### src/rtl/mrc_pkg.sv
package mrc_pkg;

    localparam int unsigned TERM_W  = 98;
    localparam int unsigned SUM_W   = 99;
    localparam int unsigned ACC_W   = 101;
    localparam int unsigned DEN_W   = 62;
    localparam int unsigned QUO_W   = 33;
    localparam int unsigned N_TERMS = 6;
    localparam int unsigned LATENCY = 40;

    localparam logic [31:0] SAT_POS = 32'h7FFF_FFFF;
    localparam logic [31:0] SAT_NEG = 32'h8000_0000;

    typedef struct packed {
        logic              valid;
        logic              fallback;
        logic [31:0]       gzz;
        logic [DEN_W-1:0]  den;
    } side_t;

    typedef struct packed {
        side_t             side;
        logic              neg;
        logic              sat;
        logic [DEN_W-1:0]  rem;
        logic [QUO_W-1:0]  low;
        logic [QUO_W-1:0]  quo;
    } div_t;

endpackage

### src/rtl/mrc_accum.sv
module mrc_accum
    import mrc_pkg::*;
(
    input  logic                      clk,
    input  logic                      rst_n,
    input  side_t                     side_in,
    input  logic signed [TERM_W-1:0]  terms [N_TERMS],
    output div_t                      div_out
);

    side_t                   side_d_reg, side_e_reg;
    logic signed [SUM_W-1:0] s_reg [3];
    logic signed [SUM_W-1:0] s_next [3];
    logic signed [ACC_W-1:0] acc_reg;
    logic signed [ACC_W-1:0] acc_next;
    div_t                    div_reg;
    div_t                    div_next;
    logic [ACC_W-1:0]        mag;

    always_comb
    begin
        for (int i = 0; i < 3; i++)
        begin
            s_next[i] = SUM_W'(terms[2*i]) + SUM_W'(terms[2*i+1]);
        end
        acc_next = ACC_W'(s_reg[0]) + ACC_W'(s_reg[1]) + ACC_W'(s_reg[2]);
    end

    // magnitude and overflow check against the 33 bit quotient range
    always_comb
    begin
        mag              = acc_reg[ACC_W-1] ? ACC_W'(-acc_reg) : acc_reg;
        div_next.side    = side_e_reg;
        div_next.neg     = acc_reg[ACC_W-1];
        div_next.sat     = mag >= {{(ACC_W-DEN_W-QUO_W){1'b0}}, side_e_reg.den, {QUO_W{1'b0}}};
        div_next.rem     = mag[DEN_W+QUO_W-1:QUO_W];
        div_next.low     = mag[QUO_W-1:0];
        div_next.quo     = '0;
    end

    always_ff @(posedge clk or negedge rst_n)
    begin
        if (!rst_n)
        begin
            side_d_reg <= '0;
            side_e_reg <= '0;
            div_reg    <= '0;
        end
        else
        begin
            side_d_reg <= side_in;
            side_e_reg <= side_d_reg;
            div_reg    <= div_next;
        end
    end

    always_ff @(posedge clk)
    begin
        s_reg   <= s_next;
        acc_reg <= acc_next;
    end

    assign div_out = div_reg;

endmodule

### config.mk
export PLATFORM = sky130hd
export DESIGN_NAME = mrc_accum
export DESIGN_NICKNAME = d
export VERILOG_FILES = /design/src/rtl/mrc_pkg.sv /design/src/rtl/mrc_accum.sv
export SDC_FILE = /design/constraint.sdc
export NUM_CORES = 2
export LEC_CHECK = 0
export BUFFER_PORTS_ARGS = -buffer_cell sky130_fd_sc_hd__buf_4
export CAP_MARGIN = 20
export CORE_AREA = 2 2 355 357
export DETAILED_ROUTE_END_ITERATION = 8
export DIE_AREA = 0 0 357 359
export PLACE_DENSITY_LB_ADDON = 0.08
export SETUP_SLACK_MARGIN = 0.5
export SYNTH_ARGS = -nofsm -noshare
export SYNTH_HDL_FRONTEND = slang
export SYNTH_SLANG_ARGS = --single-unit
### constraint.sdc
create_clock -name clk -period 13.68 [get_ports clk]
set_input_delay 1.368 -clock clk [delete_from_list [all_inputs] [get_ports clk]]
set_output_delay 1.368 -clock clk [all_outputs]
set_load 0.02 [all_outputs]
==> qor.csv <==
stage,metric,value,unit
timing,setup_viol,0,
setup_path,cp_max_fo,6,
setup_path,cp_cell_sequence,nor4_1 > nand4b_1 > or2_2 > nor4_1 > and2_1 > nand4_1 > nor2_1 > nand3_1 > o31ai_1 > xnor2_1 > ha_1 > nand4_1 > nor3_1 > nand2_1 > nor3_1 > nand3_1 > nor4_1 > nor4b_1 > nand4_1 > o41ai_2 > or3_1,
cts,cts_tree,done,
worst_hold_path,hold_path_class,flip-flop to flip-flop,
cts,cts_buffers,85,
setup_path,arrival,7.32,ns
drt,wl_per_cell,23.5,µm
run_status,status,"finished, final reports clean",
placement,portBuffers,878,
cts,ctsResizeCount,0,
synth,synth_edf_count,0,
timing,rsz0062_at_grt,no,
setup_path,crit_slowest_cell,nor4_1,
synth,synth_top_flop_cell,dfxtp_1,
cts,clockRootBuffer,clkbuf_16,
cells_and_area,largest_reg_flops,297,
floorplanning,die_x,357,µm
floorplanning,initial_core_util,37.7,%
synth,synth_cells,4997,
timing,slew_headroom,25.1,%
setup_path,crit_family,simple AND/OR/NAND/NOR gates,
global_routing,grt_pass1_wl,261,mm
cells_and_area,final_util,46.6,%
floorplanning,ioPinCount,912,
run,max_cap_violations,0,
timing,max_freq,149,MHz
setup_path,cp-end-kind,flip-flop,
timing,hold_violations,0,
global_routing,track_usage,26.8,%
cts,worstSkewPairLatency,0.69,ns
cts,clock_path_buffers,3,
power_and_ir_drop,power.total,11900,µW
drt,drt_iter0_drc,3328,
cts,cts_sinks,783,
power_and_ir_drop,p_per_area,206,nW/µm²
cts,ctsHoldBuffers,0,
synth,synth_seq_area_share,37.5,%
synth,synth_cell_type_count,81,
timing,finalSetupTns,0,ns
cells_and_area,num-fill-cells,12200,
setup_path,critPathLaunchType,flip-flop,
synth,ys_ff_latch,783,
setup_path,critPathBufInv,0,
timing,finalClockSkew,0.0522,ns
power_and_ir_drop,peakVddDrop,0.000137,V
drt,vias,40800,
cts,post-cts-setup-buffers,0,
synth,netlist.area_leader.share,20.5,%
global_routing,grt_overflow,0,
timing,fin_hold_ws,0.324,ns
cells_and_area,area_delta_synth_final,23.5,%
global_routing,grt_max_degree,168,
synth,synth_area_per_cell,9.40,µm²
synth,synth_area_leaders,"dfrtp_1, dfxtp_1, ha_1",
drt,dr.pass1.iters,5,
setup_path,criticalPathCategory,flip-flop to flip-flop,
cells_and_area,seqCellArea,17600,µm²
floorplanning,die-area,128000,µm²
global_routing,antenna_found_initial,14,
floorplanning,placementRows,130,
global_routing,first_global_vias,40700,
synth,synth_top_cell_by_area,dfrtp_1,
setup_path,max_stage_delay,0.61,ns
timing,tightest_slew,1.11,ns
drt,drt-total-wl,176,mm
placement,place_congestion,0.953,
floorplanning,die_y,359,µm
timing,period_share,49.1,%
timing,slew_viol_final,0,
cells_and_area,drive_gt1_share,18.6,%
timing,finalCriticalPeriod,6.71,ns
synth,synth_async_sr_flop_share,49.2,%
floorplanning,core,125000,µm²
synth,ys_warn_count,0,
drt,drcViolationCount,0,
placement,dpl.hpwl,151,mm
cts,cts.htree.levels,3,
cells_and_area,multi_input_area,27800,µm²
power_and_ir_drop,p_leak,0.0267,µW
setup_path,worst_ep_required_time,14.29,ns
cells_and_area,nets,7038,
drt,ant_nets,0,
drt,via_per_inst,5.43,
cts,path_clk_slew,0.06,ns
synth,synthesis.area,47000,µm²
==> worst register-to-register path: stages, from the launching register on <==
cell and delay (ns):
dfxtp_1 0.36, nor4_1 0.62, nand4b_1 0.30, or2_2 0.40, nor4_1 0.60, and2_1 0.25, nand4_1 0.24, nor2_1 0.18
nand3_1 0.21, o31ai_1 0.33, xnor2_1 0.15, ha_1 0.32, nand4_1 0.14, nor3_1 0.52, nand2_1 0.26, nor3_1 0.23
nand3_1 0.10, nor4_1 0.17, nor4b_1 0.35, nand4_1 0.23, o41ai_2 0.52, or3_1 0.18
==> area by class of cell <==
type / instances / area share [%]
clock buffers: 113 / 4.14
flip-flops and latches: 783 / 30.3
well taps: 1650 / 3.56
repair buffers: 889 / 11.5
diodes: 4 / 0.0172
inverters: 199 / 1.29
clock inverters: 45 / 1.18
multi-input cells: 3835 / 47.9
==> cell usage in the layout (no fill, tap or decap), types with 14 or more instances in the layout <==
cell / synthesis / layout
nand2_1: 379 / 379
nor2_1: 265 / 265
and3_1: 28 / 28
nor2b_1: 44 / 44
nor4_1: 29 / 29
o21a_1: 45 / 45
nand4_1: 140 / 140
or2_2: 22 / 22
dfxtp_1: 398 / 397
o211ai_1: 20 / 20
dfrtp_1: 385 / 385
or3_1: 31 / 31
a31oi_1: 50 / 50
a21boi_0: 22 / 22
a211oi_1: 35 / 35
o21ai_0: 288 / 288
a21oi_1: 488 / 488
a221oi_1: 19 / 19
nor3_1: 77 / 77
nand3_1: 89 / 89
inv_1: 199 / 199
conb_1: 1 / 33
o21bai_1: 87 / 87
and2_1: 31 / 31
clkbuf_8: 3 / 17
or4_1: 22 / 22
nand2b_1: 39 / 39
o31ai_1: 54 / 54
xor2_1: 145 / 145
buf_4: 33 / 887
fa_1: 103 / 103
xnor2_1: 325 / 325
a21o_1: 284 / 284
a2111oi_0: 15 / 14
and4_1: 14 / 14
o41ai_1: 17 / 16
ha_1: 456 / 456
clkbuf_16: 0 / 85
==> metrics by stage <==
step	area (µm²)	setup WS (ns)	instances
floorplan	47100	9.06	5029
global placement	54900	6.72	7356
detailed placement	54900	6.69	7356
CTS	58000	6.65	7514
global route	58000	6.28	7516
finish	58000	6.97	7518
==> power by group <==
part	switching, µW	internal, µW
Sequential	444	2930
Clock	1000	1470
Combinational	3660	2430
==> Yosys cell counts, types with 87 or more instances <==
master,instances
ha_1,456
fa_1,103
nand4_1,140
a21oi_1,488
dfrtp_1,385
inv_1,199
nor2_1,265
o21ai_0,288
xor2_1,145
nand2_1,379
o21bai_1,87
a21o_1,284
xnor2_1,325
dfxtp_1,398
clkbuf_1,175
nand3_1,89
==> layer usage <==
metal,routed length [µm],up-vias,track usage [%]
met5,13,-,0
met4,4340,2,7.01
met3,10800,191,3.62
met2,78400,1461,42.3
met1,82700,19600,38.4
li1,-,19500,-
==> worst paths after layout <==
kind | from | slack (ns) | endpoint | depth (start not counted)
setup / recovery | acc_reg[2] | 6.97 | div_out[128] | 21
hold / removal | div_next[217] | 0.32 | div_out[217] | 0
setup reg to reg | acc_reg[2] | 6.97 | div_out[128] | 21
hold reg to reg | div_next[217] | 0.32 | div_out[217] | 0
max in group asynchronous | rst_n | 11.65 | div_next[155] | 2
min in group asynchronous | rst_n | 0.64 | side_d_reg[64] | 1
==> logic make-up (layout without fill, tap and decap cells) <==
kind of cell / after synthesis / after routing / share of synthesized area [%]
simple gates: 1241 / 1241 / 13.0
buf+inv: 411 / 1246 / 3.61
xor+xnor: 470 / 470 / 8.76
other cells: 1 / 37 / 0.00798
flops: 783 / 783 / 37.5
mux: 1 / 1 / 0.0240
fa+ha+maj: 559 / 559 / 16.5
compound gates: 1531 / 1531 / 20.7
Power figures use the tool's default switching activity.
