$ cat config.mk
export PLATFORM = sky130hd
export DESIGN_NAME = mrc_div_stage
export DESIGN_NICKNAME = d
export VERILOG_FILES = /design/src/rtl/mrc_pkg.sv /design/src/rtl/mrc_div_stage.sv
export SDC_FILE = /design/constraint.sdc
export NUM_CORES = 1
export LEC_CHECK = 0
export BUFFER_PORTS_ARGS = -buffer_cell sky130_fd_sc_hd__buf_2
export CAP_MARGIN = 20
export CORE_AREA = 2 2 176 178
export CTS_CLUSTER_SIZE = 14
export DETAILED_ROUTE_END_ITERATION = 12
export DIE_AREA = 0 0 178 180
export PLACE_DENSITY = 0.66
export SLEW_MARGIN = 20
export SYNTH_ARGS = -nofsm -noshare
export SYNTH_HDL_FRONTEND = slang
export SYNTH_SLANG_ARGS = --single-unit
$ cat constraint.sdc
create_clock -name clk -period 0.8 [get_ports clk]
set_input_delay 0.08 -clock clk [delete_from_list [all_inputs] [get_ports clk]]
set_output_delay 0.08 -clock clk [all_outputs]
set_load 0.1 [all_outputs]
$ cat src/rtl/mrc_pkg.sv
package mrc_pkg;

    localparam int unsigned TERM_W  = 98;
    localparam int unsigned SUM_W   = 99;
    localparam int unsigned ACC_W   = 101;
    localparam int unsigned DEN_W   = 62;
    localparam int unsigned QUO_W   = 33;
    localparam int unsigned N_TERMS = 6;
    localparam int unsigned LATENCY = 40;

    localparam logic [31:0] SAT_POS = 32'h7FFF_FFFF;
    localparam logic [31:0] SAT_NEG = 32'h8000_0000;

    typedef struct packed {
        logic              valid;
        logic              fallback;
        logic [31:0]       gzz;
        logic [DEN_W-1:0]  den;
    } side_t;

    typedef struct packed {
        side_t             side;
        logic              neg;
        logic              sat;
        logic [DEN_W-1:0]  rem;
        logic [QUO_W-1:0]  low;
        logic [QUO_W-1:0]  quo;
    } div_t;

endpackage

$ cat src/rtl/mrc_div_stage.sv
module mrc_div_stage
    import mrc_pkg::*;
(
    input  logic clk,
    input  logic rst_n,
    input  div_t div_in,
    output div_t div_out
);

    div_t          div_reg;
    div_t          div_next;
    logic [DEN_W:0] trial;
    logic [DEN_W:0] diff;

    // one restoring division step
    always_comb
    begin
        trial    = {div_in.rem, div_in.low[QUO_W-1]};
        diff     = trial - {1'b0, div_in.side.den};
        div_next = div_in;
        div_next.low = {div_in.low[QUO_W-2:0], 1'b0};
        if (trial >= {1'b0, div_in.side.den})
        begin
            div_next.rem = diff[DEN_W-1:0];
            div_next.quo = {div_in.quo[QUO_W-2:0], 1'b1};
        end
        else
        begin
            div_next.rem = trial[DEN_W-1:0];
            div_next.quo = {div_in.quo[QUO_W-2:0], 1'b0};
        end
    end

    always_ff @(posedge clk or negedge rst_n)
    begin
        if (!rst_n)
        begin
            div_reg <= '0;
        end
        else
        begin
            div_reg <= div_next;
        end
    end

    assign div_out = div_reg;

endmodule

==> results of run 1 <==
## timing repair
action,4_1_cts,5_1_grt
setup endpoints to repair,288,288
hold buffers,222,2
pin swaps,52,29
resized for setup,168,56
endpoints found under the hold margin,449,6
buffers inserted,26,9
cloned,3,0
## layout by cell type (no fill, tap or decap), types with 13 or more instances in the layout
cell / n
buf_6: 19
buf_4: 305
o21bai_1: 15
nand2_1: 56
buf_12: 239
a21oi_1: 66
inv_1: 63
ha_1: 39
xnor2_1: 31
o21ai_1: 13
clkbuf_16: 27
buf_2: 216
nand3_1: 34
ha_4: 22
a21o_1: 14
nand4_1: 18
o21ai_2: 13
dlygate4sd3_1: 224
nor3_1: 21
nor2_1: 42
mux2_4: 32
o21ai_0: 28
dfrtp_2: 224
## Yosys cell counts, types with 4 or more instances
cell type  instances
and2_1             4
and3b_1            4
o211ai_1           9
a21oi_1           72
or3_1              6
a21boi_0           4
a21o_1            14
inv_1             78
nor2b_1            4
nand3_1           39
ha_1              63
a211o_1            7
nand4_1           18
mux2_2            33
xnor2_1           32
o21a_1             8
buf_4              7
nand2_1           59
o21ai_1            5
a211oi_1           6
clkbuf_1          17
o21bai_1          16
xor2_1            13
nand2b_1           8
a31oi_1            9
o21ai_0           52
o41ai_2            5
and4_1             4
dfrtp_1          225
nor3_1            21
o31ai_1           12
and3_1             6
nor2_1            46
## through the flow
step	hold slack (ps)	util	instance area [um2]
6_report	-254	0.787	23800
5_1_grt	-268	0.787	23800
4_1_cts	-280	0.778	23500
3_5_place_dp	-36.4	0.640	19300
3_3_place_gp	-42.1	0.640	19300
2_1_floorplan	-216	-	11000
## cells by family (layout without fill, tap and decap cells)
kind of cell             after synthesis  in the layout  synth area share
multiplexers                          34             34            0.0360
buffers and inverters                110           1137            0.0440
AO/OA/AOI/OAI                        252            252             0.162
other                                  1              8          0.000354
AND/OR/NAND/NOR                      237            237             0.113
adder cells (fa/ha/maj)               64             64            0.0763
flip-flops                           225            225             0.532
XOR/XNOR                              45             45            0.0372
## power groups by stage
stage / logic, uW / registers (uW) / clock network (uW)
4_1_cts: 22300 / 13700 / 13200
3_3_place_gp: 20000 / 13800 / 0
2_1_floorplan: 3490 / 21200 / 0
6_report: 23000 / 13700 / 13100
3_5_place_dp: 20200 / 13900 / 0
5_1_grt: 23600 / 13700 / 13800
## per-layer routing
metal	share of wire	up-vias
met3	0.075	195
met4	0.060	14
met1	0.36	5970
met2	0.50	615
li1	-	5467
met5	0.0017	-
## worst max path at each step
stage / start / end / slack, ps
after global routing: div_in[65] / div_out[122] / -1890
after CTS: div_in[65] / div_out[122] / -1770
final: div_in[65] / div_out[122] / -1800
after global placement: div_in[65] / div_out[123] / -2450
after floorplan: div_in[65] / div_out[122] / -2150
after detailed placement: div_in[65] / div_out[123] / -2500
## area by class of cell
class	count	area [um2]	share of cell area
clock buffers	33	718	0.0302
repair buffers	1008	10700	0.450
clock inverters	17	216	0.00911
flip-flops and latches	225	5910	0.249
inverters	79	328	0.0138
diodes	7	17.5	0.000737
well taps	396	495	0.0209
multi-input cells	633	5380	0.226
==> flow_summary.ini, run 1 <==
[outcome]
status = finished with violations
violations = hold timing, setup timing

[floorplan]
die_area_um2 = 32000
start_util = 0.351
rows = 64
die_h_um = 180
die_x_um = 178
io_pins = 454
core-area_um2 = 30200

[critical_path]
cp_top_family = compound AO/OA/AOI/OAI gates
worstSetupPathDepth = 14
cp.arrival_ps = 3050
cp.required_ps = 1240
worst_setup_path_start_kind = input port
slowest_stage = a2111o_1
path_max_fanout = 3
path_cells = buf_12 > inv_16 > ha_4 > inv_2 > fa_2 > a211oi_2 > nor2_1 > o31a_1 > or2_1 > a221o_1 > a2111o_1 > and2_4 > and3_4 > o41ai_2
critPathCaptureType = flop
max_stage_delay_ps = 440
crit_type = input port to flop
critPathBufInv = 3

[clock_tree]
clock_path_buffers = 3
clkTransAtPathRegs_ps = 70
cts_tree = yes
root_buffer = clkbuf_16
h-tree-depth = 1
cts_buffers = 27
clock_sinks = 225

[worst_hold_path]
hold_path.class = input port to flop
whs_path_depth = 2
hold_end = div_out[130]
min-delay-start = div_in[130]

[sta]
setup_tns_ps = -191660
slew_headroom = 0.580
rsz0062_at_grt = yes
finalSetupViolCount = 288
worst_hold_slack_ps = -254
max_clock_freq_mhz = 384
fin_crit_ps = 2600
worst_slack_ps = -1800
finalHoldViolCount = 12
worst_pin_slew_ps = 624
drv_slew = 0
fin_crit_sh = 3.25

[global_route]
grt_pass1_vias = 13400
grt-ovfl-total = 0
grt_usage = 0.322
grt_max_degree = 49
grt_use_met2 = 0.562
top_usage_layer = met2
use_met1 = 0.364
antenna_found_initial = 13
met3_usage = 0.0711
grt_pass1_wl_mm = 78.7

[yosys]
synth_area_per_cell_um2 = 10.9
async_flop_share = 1.00
yosysTopAreaCell = dfrtp_1
seq_area_frac_synth = 0.532
netlist_area_um2 = 10600
synthTopCellsByArea = dfrtp_1 (53%), ha_1 (7.4%), mux2_2 (3.5%)
synth_cells = 968
synth-edff-count = 0
synthFlopType = dfrtp_1
synth_nets = 1260
ys_types = 71
ys_warn_count = 0
yosys.area.top_type_share = 0.532
synth_seq_cells = 225

[run]
maxCapViolCount = 0

[drt]
dr_total_vias = 12300
vias_per_cell = 5.11
drt_iter0_drc = 757
route.detailed.drc = 0
post_drt_wl_per_cell_um = 22.2
detail-route-antenna-nets = 0
dr.pass1.iters = 5
wl_mm = 53.2

[pwr]
pwr-share-clk = 0.263
p_per_area_nw_per_um2 = 2090
power.switching_uw = 19800
pwr-share-seq = 0.275
power.internal_uw = 29900
swShare = 0.399
p_leak_uw = 0.0109
combPwrFrac = 0.462
ir_drop_mv = 2.22
design_power_total_uw = 49700

[place]
place_inst = 2089
pre_cts_ws_ps = -2500
hpwlAfterDp_mm = 35.5
gp_congestion = 0.926
port_buffers = 451

[layout]
final_layout_size_suffix_gt1_frac = 0.610
synthToLayoutAreaGrowth_pct = 124
nNetsFinal = 2266
nFillCells = 1655
final_cells = 2398
largest_reg_flops = 225
No activity file was read; power rests on OpenSTA's default activity.
==> run 2: changes to the inputs <==
--- a/config.mk
+++ b/config.mk
@@ -7,11 +7,14 @@
 export LEC_CHECK = 0
 export BUFFER_PORTS_ARGS = -buffer_cell sky130_fd_sc_hd__buf_2
 export CAP_MARGIN = 20
-export CORE_AREA = 2 2 176 178
+export CELL_PAD_IN_SITES_DETAIL_PLACEMENT = 1
+export CELL_PAD_IN_SITES_GLOBAL_PLACEMENT = 1
+export CORE_MARGIN = 2
+export CORE_UTILIZATION = 36
 export CTS_CLUSTER_SIZE = 14
 export DETAILED_ROUTE_END_ITERATION = 12
-export DIE_AREA = 0 0 178 180
-export PLACE_DENSITY = 0.66
+export HOLD_SLACK_MARGIN = 0.06
+export PLACE_DENSITY = 0.85
 export SLEW_MARGIN = 20
 export SYNTH_ARGS = -nofsm -noshare
 export SYNTH_HDL_FRONTEND = slang
==> flow_summary.ini, run 2 <==
[yosys]
synth-edff-count = 0
netlist_area_um2 = 10600
synth_cells = 968
synthFlopType = dfrtp_1
yosys.cell_count.top_type = dfrtp_1
ys_warn_count = 0
async_flop_share = 1.00
synth_nets = 1260
yosysTopAreaCell = dfrtp_1
seq_area_frac_synth = 0.532
yosys.area.top_type_share = 0.532
synth_seq_cells = 225
synthTopCellsByArea = dfrtp_1 (53%), ha_1 (7.4%), mux2_2 (3.5%)
synth_area_per_cell_um2 = 10.9
ys_top_cells_by_count = dfrtp_1 (225), inv_1 (78), a21oi_1 (72)
ys_types = 71

[place]
place_area_um2 = 19200
gp_congestion = 0.960
hpwlAfterDp_mm = 46.9
pre_cts_ws_ps = -2570
port_buffers = 451

[outcome]
haltStage = clock tree synthesis (4_1_cts)
tool.error = [ERROR DPL-0033] detailed placement checks failed during check placement.
status = did not finish

[clock_tree]
clock_sinks = 225
clock_path_buffers = 3
root_buffer = clkbuf_16
cts_resized = 246
h-tree-depth = 1
cts_buffers = 27
postCtsSetupRepairBufs = 40
hold_buffers = 223

[floorplan]
die_h_um = 176
io_pins = 454
start_util = 0.367
rows = 62
die_x_um = 176
==> run 2: stage by stage <==
step	instances	utilization
after floorplan	968	-
after detailed placement	2068	0.667
after global placement	2068	0.667
==> run 2: cells by family after synthesis <==
kind of cell | after synthesis | share of synthesized area
adder cells (fa/ha/maj) | 64 | 0.0763
buffers and inverters | 110 | 0.0440
AO/OA/AOI/OAI | 252 | 0.162
AND/OR/NAND/NOR | 237 | 0.113
XOR/XNOR | 45 | 0.0372
flip-flops | 225 | 0.532
multiplexers | 34 | 0.0360
other | 1 | 0.000354
==> run 3: changes to the inputs <==
==> config.mk (replaced) <==
export PLATFORM = sky130hd
export DESIGN_NAME = mrc_div_stage
export DESIGN_NICKNAME = d
export VERILOG_FILES = /design/src/rtl/mrc_pkg.sv /design/src/rtl/mrc_div_stage.sv
export SDC_FILE = /design/constraint.sdc
export NUM_CORES = 1
export LEC_CHECK = 0
export BUFFER_PORTS_ARGS = -buffer_cell sky130_fd_sc_hd__buf_2
export CAP_MARGIN = 20
export CORE_AREA = 2 2 176 178
export DETAILED_ROUTE_END_ITERATION = 12
export DIE_AREA = 0 0 178 180
export PLACE_DENSITY_LB_ADDON = 0.15
export SLEW_MARGIN = 20
export SYNTH_ARGS = -nofsm -noshare
export SYNTH_HDL_FRONTEND = slang
export SYNTH_SLANG_ARGS = --single-unit
==> flow_summary.ini, run 3 (synthesized netlist as in run 1, its figures left out) <==
[outcome]
status = finished with violations
violations = hold timing, setup timing

[floorplan]
start_util = 0.351
rows = 64
die_h_um = 180
die_x_um = 178
io_pins = 454
core-area_um2 = 30200
die_area_um2 = 32000

[layout]
seq_area_um2 = 5910
fin_area_um2 = 23500
nFillCells = 1791
nNetsFinal = 2274
largest_reg_flops = 225
multi_input_area_um2 = 5120
final_layout_size_suffix_gt1_frac = 0.595
synthToLayoutAreaGrowth_pct = 122
mostFrequentLayoutCells = buf_4 (318), buf_12 (237), dfrtp_2 (224), dlygate4sd3_1 (224), buf_2 (219)
mostFrequentLayoutCell = buf_4

[drt]
drt_iter0_drc = 607
detail-route-antenna-nets = 0
vias_per_cell = 4.88
route.detailed.drc = 0
dr.pass1.iters = 7
wl_mm = 48.6
post_drt_wl_per_cell_um = 20.2
dr_total_vias = 11700

[critical_path]
max_stage_delay_ps = 360
critPathCaptureType = flop
worstSetupPathDepth = 22
worst_setup_path_start_kind = input port
cp_top_family = buffers and inverters
path_max_fanout = 3
cp.required_ps = 1250
slowest_stage = fa_2
cp.arrival_ps = 3100
critPathBufInv = 17
crit_type = input port to flop
path_cells = buf_12 > inv_16 > ha_4 > inv_2 > fa_2 > a211oi_2 > nor2_1 > buf_4 > buf_4 > buf_4 > buf_4 > buf_4 > buf_4 > buf_4 > buf_4 > buf_4 > buf_4 > buf_4 > buf_4 > buf_4 > buf_4 > o31ai_2
path_common_cell = buf_4

[place]
place_area_um2 = 19300
port_buffers = 451
hpwlAfterDp_mm = 34.1
gp_congestion = 0.915

[global_route]
grt-ovfl-total = 0
antenna_found_initial = 13
grt_usage = 0.292
grt_max_degree = 45
grt_pass1_wl_mm = 72.1
grt_pass1_vias = 12600

[sta]
rsz0062_at_grt = yes
worst_slack_ps = -1850
fin_crit_sh = 3.31
fin_crit_ps = 2650
finalHoldViolCount = 5
drv_slew = 0
worst_pin_slew_ps = 622
finalSetupViolCount = 288
slew_headroom = 0.581
max_clock_freq_mhz = 378
worst_hold_slack_ps = -287

[worst_hold_path]
min-delay-start = div_in[130]
whs_path_depth = 1
hold_path.class = input port to flop
hold_end = div_out[130]

[pwr]
ir_drop_mv = 1.88
design_power_total_uw = 48800
p_per_area_nw_per_um2 = 2070
p_leak_uw = 0.0109

[clock_tree]
root_buffer = clkbuf_16
clock_path_buffers = 3
clock_sinks = 225
cts_buffers = 26
h-tree-depth = 1
cts_tree = yes
clkTransAtPathRegs_ps = 60

[run]
maxCapViolCount = 0
-- run 3: worst max path at each step --
stage | startpoint | end | slack (ps)
global route | div_in[65] | div_out[70] | -1890
CTS | div_in[65] | div_out[122] | -1720
detailed placement | div_in[65] | div_out[122] | -2420
finish | div_in[65] | div_out[70] | -1850
floorplan | div_in[65] | div_out[122] | -2150
global placement | div_in[149] | div_out[123] | -2450
-- run 3: timing repair --
action                                  4_1_cts  5_1_grt
pin swaps                                    16       29
endpoints found under the setup margin      288      288
gates cloned                                  2        0
endpoints found under the hold margin       449        7
resized for setup                            37      126
setup buffers                                29       17
hold buffers                                223        1
-- run 3: layer usage --
layer,vias to the layer above,part of all wire,GRT usage
met1,5699,0.39,0.343
met4,8,0.031,0.0872
met2,446,0.51,0.522
li1,5473,-,-
met5,-,0.00093,0
met3,105,0.070,0.0698
-- run 3: cell type report --
type,count,area share
Sequential cell,225,0.251
Clock inverter,13,0.00692
Tap cell,396,0.0211
Multi-Input combinational cell,633,0.218
Inverter,79,0.0140
Timing Repair Buffer,1017,0.456
Clock buffer,35,0.0321
Antenna cell,8,0.000851
-- run 3: where the power goes --
group          internal [uW]  total [uW]  switching (uW)  leakage, uW
clock network           7590       12600            5050     0.000447
logic                   9390       22500           13100      0.00807
registers              12700       13600             978      0.00240
total                  29600       48800           19100       0.0109
-- run 3: stage by stage --
stage                     setup TNS [ps]  setup slack (ps)  hold WS (ps)  std cells   util
after floorplan                  -114920             -2150          -216        968      -
after global placement           -138440             -2450         -27.6       2082  0.638
after detailed placement         -141540             -2420         -26.4       2082  0.638
after CTS                        -192180             -1720          -314       2383  0.757
after global routing             -206450             -1890          -303       2404  0.779
final                            -196010             -1850          -287       2406  0.779
